## src/mi4_pkg.sv

```systemverilog
// Shared types and constants for the 4x4 matrix inverse block.
// Used by mi4_front, mi4_queue, mi4_back and matrix_inverse_4x4.
package mi4_pkg;

  localparam int VALUE_WIDTH = 32;
  localparam int FRAC_BITS   = 16;
  localparam int N_ELEM      = 16;
  localparam int IDX_W       = $clog2(N_ELEM);
  localparam int QDEPTH      = 2;

  typedef logic signed [VALUE_WIDTH-1:0] elem_t;
  typedef elem_t [N_ELEM-1:0] mat_t;

  typedef struct packed {
    logic [IDX_W-1:0]              element_index;
    logic signed [VALUE_WIDTH-1:0] element_value;
    logic                          last_element;
  } in_item_t;

  typedef struct packed {
    logic [IDX_W-1:0]              result_index;
    logic signed [VALUE_WIDTH-1:0] result_value;
    logic                          singular;
    logic                          saturated;
    logic                          last_result;
  } out_item_t;

  // one matrix moving between front, queue and back
  typedef struct packed {
    logic valid;
    mat_t mat;
  } mat_xfer_t;

endpackage

```

## src/mi4_front.sv

```systemverilog
// Front end: takes element transfers, keeps the element store and hands a
// full matrix to the queue when the last element arrives. Uses mi4_pkg.
module mi4_front (
  input  logic                clk,
  input  logic                element_valid,
  output logic                element_ready,
  input  mi4_pkg::in_item_t   element,
  input  logic                q_full,
  output mi4_pkg::mat_xfer_t  push
);
  import mi4_pkg::*;

  mat_t store;
  logic accept;

  assign element_ready = !q_full;
  assign accept = element_valid && element_ready;

  always_ff @(posedge clk) begin
    if (accept) begin
      store[element.element_index] <= element.element_value;
    end
  end

  always_comb begin
    push.mat = store;
    push.mat[element.element_index] = element.element_value;
    push.valid = accept && element.last_element;
  end

endmodule

```

## config.mk

```make
export PLATFORM = sky130hd
export DESIGN_NAME = mi4_front
export DESIGN_NICKNAME = d
export VERILOG_FILES = /design/src/mi4_pkg.sv /design/src/mi4_front.sv
export SDC_FILE = /design/constraint.sdc
export NUM_CORES = 1
export LEC_CHECK = 0
export BUFFER_PORTS_ARGS = -buffer_cell sky130_fd_sc_hd__buf_2
export CAP_MARGIN = 20
export CORE_ASPECT_RATIO = 0.75
export CORE_MARGIN = 2
export CORE_UTILIZATION = 40
export CTS_BUF_LIST = sky130_fd_sc_hd__clkbuf_16
export DETAILED_ROUTE_END_ITERATION = 10
export PLACE_DENSITY_LB_ADDON = 0.1
export SLEW_MARGIN = 10
export SYNTH_ARGS = -nofsm -noshare
export SYNTH_HDL_FRONTEND = slang
export SYNTH_SLANG_ARGS = --single-unit
```

## constraint.sdc

```tcl
create_clock -name clk -period 45.3 [get_ports clk]
set_clock_uncertainty 0.15 [all_clocks]
set_input_delay 6.795 -clock clk [delete_from_list [all_inputs] [get_ports clk]]
set_output_delay 6.795 -clock clk [all_outputs]
set_load 0.1 [all_outputs]
```

==> key figures <==
Placement
  • Post-place setup slack: ~29 ns
  • Hpwl dp: about 43000 µm
  • I/O Buffers: 553
  • Dpl cell area: between 0.02 and 0.03 mm²
  • Gpl congestion: between 0.7 and 0.8

Final layout
  • Area delta synth->final: 22.6%
  • Commonest non-fill, non-tap cell in the layout: buf_2
  • Most flops, register: store
  • Nets: between 1500 and 2000
  • Layout Utilization: 49.5%
  • Commonest non-fill, non-tap cells in the layout: buf_2 (553), edfxtp_1 (512), mux2_2 (469)
  • Share of layout cells above drive strength 1: 65.2%
  • Fillers: around 4700
  • Design Area, Final: about 0.027 mm²
  • Largest registers: store x512
  • Number of flip-flops in the largest register: 512

STA
  • Slew @ Worst Pin: 1.13 ns
  • Fmax: 0.0625 GHz
  • Crit share post-route: between 30% and 40%
  • Setup slack after layout: just under 30 ns
  • # setup viols final: 0
  • RSZ-0062 raised after global routing: no
  • Final Max Slew Viols: 0
  • Period minus WS final: around 16 ns
  • Hold Fails Final Rpt: 0
  • Setup TNS: 0 ns
  • Slew headroom: ~25%

Synthesis
  • Compound-Gate Fraction of Synth Area: 0%
  • Synthesized instance count: between 1000 and 1500
  • Seq/Total Area, Yosys: ~70%
  • Mapped Avg Cell Area: 19.3 µm²
  • XOR/XNOR Fraction of Synth Area: 0%
  • Number of synthesis warnings: 0
  • Simple-Gate Fraction of Synth Area: about 1.1%
  • Adder-cell share of the synthesized area: 0%
  • Flops & latches, synth: slightly above 500
  • Mux cell area share after synthesis: 26.3%
  • Largest family of logic cells by synthesized area: multiplexers
  • Synth cell types: 16
  • Net Count, Synth: between 1000 and 1500
  • Synthesized area: roughly 0.022 mm²

GRT
  • Largest net degree at the start of global routing: roughly 180
  • Initial antenna violation count: 5
  • First-pass GRT wire length: approximately 89000 µm
  • Global Route Usage Sum: 21.6%
  • Vias in the first global route: ~12000
  • Global route overflow: 0

Drt
  • Vias per inst: ~5.2
  • DR vias: 12755
  • First drt pass iteration count: 4
  • Iter 0 DRT Violations: between 900 and 1000
  • ANT nets after route: 0
  • Final wirelength: about 64000 µm
  • Routed wire per std cell: roughly 26 µm
  • Post-route DRC: 0

Clocking
  • Resize count post-CTS: 0
  • Clock latency on the worst-skew pair: 0.59 ns
  • Clk sinks: approximately 500
  • Cts hold-fix bufs: 0
  • H-Tree Depth: 2
  • CTS Buffer Depth: 3
  • TritonCTS clock tree: done
  • Root Buffer: clkbuf_16
  • CTS buffer count: 55
  • Reg clk slew, reported paths: roughly 0.06 ns
  • Post-CTS setup buffer count: 0

Worst setup path
  • Delay-heaviest family, CP: buffers and inverters
  • Worst reg2reg startpoint: store[314]
  • CP peak stage delay: between 0.6 and 0.7 ns
  • Crit end category: output pin
  • Worst R2R Path Depth: 1
  • Worst setup path endpoint: push[445]
  • WP data required: 38.36 ns
  • Crit Path Class: in -> out
  • CP Data Arrival Time: approximately 9.1 ns
  • R2R setup slack: around 44 ns
  • Critical-path top delay cell: nand4b_1
  • CP Max Fanout: 22
  • Worst path depth: 5
  • Critical path startpoint category: input pin
  • CP dominant cell by count: buf_2
  • Crit path buffers/inverters: 3
  • Worst-path cell chain: buf_2 > nand4b_1 > buf_4 > mux2_2 > buf_2
  • Worst Setup SP: element[33]
  • R2R Path End: store[314]

Floorplanning
  • Core footprint: 0.0543 mm²
  • IO Pins: 554
  • Rows: 74
  • Initial core utilization: 40.4%
  • Die Ht: 207 µm
  • Die area: between 0.05 and 0.06 mm²
  • Die W: roughly 270 µm

Power and ir drop
  • Pleak: around 10 nW
  • Peak supply drop: 0.0318 mV
  • PD cells: 45.7 mW/mm²

Flow run
  • Max-cap violation count: 0

Worst hold path
  • HP Class: reg -> reg

Run status
  • Outcome: finished, final reports clean
## power breakdown
group	total, mW	internal, mW	switching (mW)	leakage, nW
Sequential	0.549	0.545	0.00408	4.80
Clock	0.405	0.222	0.183	0.881
Combinational	0.273	0.0391	0.234	4.31
## cell usage after synthesis, drive strengths merged
library cell  count  area share (%)
clkbuf           38            0.65
and4bb            5            0.29
nor4              1           0.097
and2              1           0.029
buf              52             1.7
nor4b             4            0.43
nor4bb            1           0.046
mux2            512              26
edfxtp          512              70
nand4             1           0.029
inv               1           0.017
nor2b             1           0.029
nand4b            4            0.16
## worst min-delay path by stage
| stage | startpoint | to | slack (ns) | cells past startpoint |
|---|---|---|---|---|
| after floorplan | store[192] | store[192] | 0.88 | 1 |
| final | store[273] | store[273] | 0.40 | 1 |
| after detailed placement | store[279] | store[279] | 0.39 | 1 |
| after global routing | store[279] | store[279] | 0.41 | 1 |
| after CTS | store[316] | store[316] | 0.41 | 1 |
| after global placement | store[287] | store[287] | 0.38 | 1 |
## metal layers
layer  vias up  routed length [µm]  share of wire (%)  GRT usage (%)
li1       5571                   -                  -              -
met1      6654               28200                 44           29.7
met2       431               29600                 46           33.4
met3        99                4460                6.9           5.88
met4         0                1920                3.0           7.18
met5         -                   0                  0              0
## final cells by class
class | count | area (µm²) | share of cell area (%)
Timing Repair Buffer | 571 | 2940 | 10.9
Sequential cell | 512 | 15400 | 57.2
Clock buffer | 56 | 1400 | 5.22
Inverter | 1 | 3.75 | 0.0140
Clock inverter | 44 | 203 | 0.755
Multi-Input combinational cell | 530 | 6030 | 22.4
Antenna cell | 5 | 12.5 | 0.0466
Tap cell | 722 | 903 | 3.36
## cell families (layout without fill, tap and decap cells)
family                 Yosys count  in the layout
buffers and inverters           91            672
flip-flops                     512            512
multiplexers                   512            512
other                            0              5
AND/OR/NAND/NOR                 18             18
## per-stage QoR
stage	hold WS (ns)	power, mW	std cells
6_report	0.403	1.23	2441
5_1_grt	0.415	1.27	2436
4_1_cts	0.407	1.24	2435
3_5_place_dp	0.393	0.833	2335
3_3_place_gp	0.384	0.832	2335
2_1_floorplan	0.880	0.803	1133
(Power assumes the default switching activity.)
