## src/mi4_pkg.sv

```systemverilog
// Shared types and constants for the 4x4 matrix inverse block.
// Used by mi4_front, mi4_queue, mi4_back and matrix_inverse_4x4.
package mi4_pkg;

  localparam int VALUE_WIDTH = 32;
  localparam int FRAC_BITS   = 16;
  localparam int N_ELEM      = 16;
  localparam int IDX_W       = $clog2(N_ELEM);
  localparam int QDEPTH      = 2;

  typedef logic signed [VALUE_WIDTH-1:0] elem_t;
  typedef elem_t [N_ELEM-1:0] mat_t;

  typedef struct packed {
    logic [IDX_W-1:0]              element_index;
    logic signed [VALUE_WIDTH-1:0] element_value;
    logic                          last_element;
  } in_item_t;

  typedef struct packed {
    logic [IDX_W-1:0]              result_index;
    logic signed [VALUE_WIDTH-1:0] result_value;
    logic                          singular;
    logic                          saturated;
    logic                          last_result;
  } out_item_t;

  // one matrix moving between front, queue and back
  typedef struct packed {
    logic valid;
    mat_t mat;
  } mat_xfer_t;

endpackage

```

## src/mi4_queue.sv

```systemverilog
// Short matrix queue between front and back.
// Uses mi4_pkg.
module mi4_queue (
  input  logic                clk,
  input  logic                rst,
  input  mi4_pkg::mat_xfer_t  push,
  output logic                full,
  output mi4_pkg::mat_xfer_t  head,
  input  logic                pop
);
  import mi4_pkg::*;

  localparam int PTR_W = $clog2(QDEPTH);
  localparam int CNT_W = $clog2(QDEPTH + 1);

  mat_t             entries [QDEPTH];
  logic [PTR_W-1:0] wr_ptr;
  logic [PTR_W-1:0] rd_ptr;
  logic [CNT_W-1:0] count;

  assign full = (count == CNT_W'(QDEPTH));
  assign head.valid = (count != '0);
  assign head.mat = entries[rd_ptr];

  always_ff @(posedge clk) begin
    if (push.valid) begin
      entries[wr_ptr] <= push.mat;
    end
  end

  always_ff @(posedge clk) begin
    if (rst) begin
      wr_ptr <= '0;
      rd_ptr <= '0;
      count  <= '0;
    end else begin
      if (push.valid) begin
        wr_ptr <= (wr_ptr == PTR_W'(QDEPTH - 1)) ? '0 : wr_ptr + 1'b1;
      end
      if (pop) begin
        rd_ptr <= (rd_ptr == PTR_W'(QDEPTH - 1)) ? '0 : rd_ptr + 1'b1;
      end
      count <= count + CNT_W'(push.valid) - CNT_W'(pop);
    end
  end

endmodule

```

## config.mk

```make
export PLATFORM = sky130hd
export DESIGN_NAME = mi4_queue
export DESIGN_NICKNAME = d
export VERILOG_FILES = /design/src/mi4_pkg.sv /design/src/mi4_queue.sv
export SDC_FILE = /design/constraint.sdc
export NUM_CORES = 1
export LEC_CHECK = 0
export BUFFER_PORTS_ARGS = -buffer_cell sky130_fd_sc_hd__buf_2
export CORE_AREA = 2 2 405 407
export CTS_BUF_LIST = sky130_fd_sc_hd__clkbuf_8 sky130_fd_sc_hd__clkbuf_16
export DETAILED_ROUTE_END_ITERATION = 8
export DIE_AREA = 0 0 407 409
export SETUP_SLACK_MARGIN = 0.3
export SYNTH_ARGS = -nofsm -noshare
export SYNTH_HDL_FRONTEND = slang
export SYNTH_SLANG_ARGS = --single-unit
```

## constraint.sdc

```tcl
create_clock -name clk -period 31.3 [get_ports clk]
set_input_delay 1.565 -clock clk [delete_from_list [all_inputs] [get_ports clk]]
set_output_delay 1.565 -clock clk [all_outputs]
set_load 0.01 [all_outputs]
```

==> summary.txt <==
Status
  – Outcome: complete, no violations

Die
  – Vertical die dimension: 409 µm
  – Horizontal extent of the die: 407 µm
  – Row count: 148
  – Number of top-level pins: 1,030
  – Core area: 0.162 mm²
  – Die Footprint: 0.166 mm²
  – Starting density of the core: 0.231

Critical path
  – Crit end category: output port
  – Arrival time at the worst endpoint: 5.28 ns
  – Kind of launch point of the worst setup path: register
  – Path type of the worst setup path: reg2out
  – Worst R2R Path Depth: 5
  – Slack of the worst reg-to-reg path: 26.59 ns
  – Required time of the critical path: 29.74 ns
  – Crit-path max FO: 76

Routing
  – Wire length per cell: 20.8 µm
  – Top Metal Used: met5
  – First DRT Iteration DRCs: 1,477
  – Via count: 19,693
  – Routed wire length: 104 mm
  – Met1 routed wirelength after detailed routing: 38.9 mm
  – Detailed Routing Iterations Pass 1: 4
  – Detail-routed via count per cell: 3.95
  – DR WL met3: 9.48 mm
  – Final routed DRC violation total: 0
  – Antenna violation net count after detailed routing: 0
  – Detail Route met2 WL: 52.8 mm

Logic synthesis
  – Sequential-to-total area share from yosys stat: 0.825
  – Main combinational cell family by area after synthesis: multiplexers
  – Area share of xor/xnor cells in the synthesized design: 0.00107
  – Post-synthesis cell area: 0.0374 mm²
  – Adder-Cell Fraction of Synth Area: 0.000670
  – Yosys cell types: 14
  – Mean post-synth cell area: 23.2 µm²
  – Basic-gate share of the synthesized area counting and, or, nand and nor cells: 0.00124
  – Number of synthesized register bits: 1,029
  – Gate count after technology mapping: 1,614
  – Complex-gate fraction of the synthesized area: 0
  – Total nets after synthesis: 2,132
  – Share of synthesized area spent on multiplexers: 0.154
  – Synth Warn #: 0

Placement
  – Buffers added on ports: 1,029
  – Area after detailed placement: 0.0448 mm²
  – Final Wtd Congestion: 0.865
  – Half-perimeter wire length after placement: 76.4 mm

Timing
  – Number of endpoints with negative hold slack in the final report: 0
  – RSZ-0062 raised after global routing: false
  – Worst-Margin Slew: 0.987 ns
  – Final setup TNS: 0 ns
  – Fmax: 0.146 GHz
  – Minimum period implied by the final worst setup slack: 6.85 ns
  – Largest clock skew in the final design: 0.0321 ns
  – Period utilisation layout: 0.219
  – Final setup viols: 0
  – Slew Limit Fails: 0
  – Worst rel slew slack: 0.342

Global route
  – Pin count of the biggest net entering global routing: 137
  – Antenna violations before repair: 54
  – Via count of the first global-routing pass: 19,825
  – GRT overflow: 0
  – GR Util All Layers: 0.118
  – Wire length of the first global-routing pass: 141 mm

CTS
  – Number of buffers created by CTS: 108
  – Root Driver: sky130_fd_sc_hd__clkbuf_16
  – Clock Sink Count: 1,029
  – CTS tree: yes
  – Clock latency reported for the late side of the worst-skew pair: 0.70 ns
  – Number of gates resized after cts: 0
  – CTS H-tree lvls: 3
  – Clock tree buffer depth: 3
  – CTS clock-pin slew for the worst setup and hold paths: 0.06 ns
  – Hold Buf Count CTS: 0
  – Postcts setup bufs: 0

Power
  – Max VDD drop: 0.0520 mV
  – Leak Pwr: 17.6 nW
  – Power density cells: 66.5 mW/mm²

Finish
  – Number of nets in the layout: 3,236
  – Post-layout instance area: 0.0483 mm²
  – Layout area overhead: 29.1%
  – Fill count: 16,091
  – Layout cells sized above 1: 0.612

Worst hold path
  – Number of stages on the worst hold path: 2
  – Hold/Removal Path Class: reg2reg

Job
  – Max-cap check violation count: 0
[state kept, by name, indices dropped and copies added (netlist names), named ones only]
register / count
wr_ptr: 1
count: 2
entries: 1024
rd_ptr: 1
[layer usage]
layer | global-route usage | vias to the layer above
met5 | 0 | -
met4 | 0.0354 | 20
met3 | 0.0440 | 201
met2 | 0.207 | 847
met1 | 0.133 | 9905
li1 | - | 8720
[per-stage QoR]
| step | power, mW | util | hold slack [ns] | instances | setup WS, ns |
|---|---|---|---|---|---|
| after floorplan | 1.91 | - | 0.480 | 1614 | 6.32 |
| after global placement | 2.01 | 0.277 | 0.501 | 4783 | 25.12 |
| after detailed placement | 2.01 | 0.277 | 0.505 | 4783 | 25.10 |
| after CTS | 3.26 | 0.298 | 0.520 | 4974 | 24.33 |
| after global routing | 3.33 | 0.298 | 0.534 | 4979 | 24.09 |
| final | 3.21 | 0.298 | 0.511 | 4987 | 24.45 |
[cells in the final DEF, fill, tap and decap left out]
cell / instances
sky130_fd_sc_hd__inv_6: 1
sky130_fd_sc_hd__dfxtp_4: 1
sky130_fd_sc_hd__clkinv_2: 14
sky130_fd_sc_hd__inv_16: 3
sky130_fd_sc_hd__clkinv_16: 1
sky130_fd_sc_hd__nor2b_4: 1
sky130_fd_sc_hd__xnor2_1: 2
sky130_fd_sc_hd__and2_4: 1
sky130_fd_sc_hd__buf_12: 2
sky130_fd_sc_hd__bufinv_16: 10
sky130_fd_sc_hd__dfxtp_1: 4
sky130_fd_sc_hd__ha_1: 2
sky130_fd_sc_hd__or2_2: 1
sky130_fd_sc_hd__nor2b_1: 2
sky130_fd_sc_hd__clkinvlp_4: 1
sky130_fd_sc_hd__clkbuf_16: 109
sky130_fd_sc_hd__edfxtp_1: 1024
sky130_fd_sc_hd__inv_1: 27
sky130_fd_sc_hd__mux2_2: 512
sky130_fd_sc_hd__diode_2: 13
sky130_fd_sc_hd__nor2_1: 4
sky130_fd_sc_hd__clkinv_4: 6
sky130_fd_sc_hd__clkinv_1: 21
sky130_fd_sc_hd__buf_4: 20
sky130_fd_sc_hd__buf_2: 1029
sky130_fd_sc_hd__xnor3_1: 1
[final timing paths]
check	from	endpoint
worst min register to register	rd_ptr	rd_ptr
worst min-delay path	rd_ptr	rd_ptr
worst max register to register	wr_ptr	entries[0][463]
worst max-delay path	register	head[348]
[synthesized netlist by cell type]
cell                       instances  area share
sky130_fd_sc_hd__xnor3_1           1     0.00060
sky130_fd_sc_hd__clkbuf_8          8      0.0029
sky130_fd_sc_hd__dfxtp_1           5      0.0027
sky130_fd_sc_hd__mux2_2          512        0.15
sky130_fd_sc_hd__ha_1              2     0.00067
sky130_fd_sc_hd__buf_6            46       0.014
sky130_fd_sc_hd__or2_2             1     0.00017
sky130_fd_sc_hd__nor2b_1           3     0.00050
sky130_fd_sc_hd__xnor2_1           2     0.00047
sky130_fd_sc_hd__and2_1            1     0.00017
sky130_fd_sc_hd__edfxtp_1       1024        0.82
sky130_fd_sc_hd__buf_2             3     0.00040
sky130_fd_sc_hd__nor2_1            4     0.00040
sky130_fd_sc_hd__inv_1             2     0.00020
[where the power goes]
part | internal (mW) | total (mW) | switching (mW)
clock network | 0.713 | 1.23 | 0.519
registers | 1.61 | 1.63 | 0.0206
logic | 0.148 | 0.346 | 0.198
total | 2.47 | 3.21 | 0.737
[cells by family after synthesis]
kind of cell | Yosys count
buffers and inverters | 59
flip-flops | 1029
adder cells (fa/ha/maj) | 2
XOR/XNOR | 3
AND/OR/NAND/NOR | 9
multiplexers | 512
[worst max-delay path, stage by stage, from the launching register on]
cell and delay, ns:
sky130_fd_sc_hd__dfxtp_4 0.71, sky130_fd_sc_hd__buf_4 0.75, sky130_fd_sc_hd__buf_4 0.85, sky130_fd_sc_hd__buf_4 0.62, sky130_fd_sc_hd__buf_4 0.78, sky130_fd_sc_hd__mux2_2 0.43, sky130_fd_sc_hd__buf_2 0.14
[cell type report]
type,count,area (µm²),share of cell area
clock inverter,82,702,0.0145
sequential,1029,30900,0.639
tap,2175,2720,0.0564
multi-input combinational,526,5890,0.122
antenna,13,32.5,0.000674
inverter,2,7.51,0.000156
clock buffer,109,2730,0.0565
timing repair buffer,1051,5340,0.111
Power figures use the tool's default switching activity.
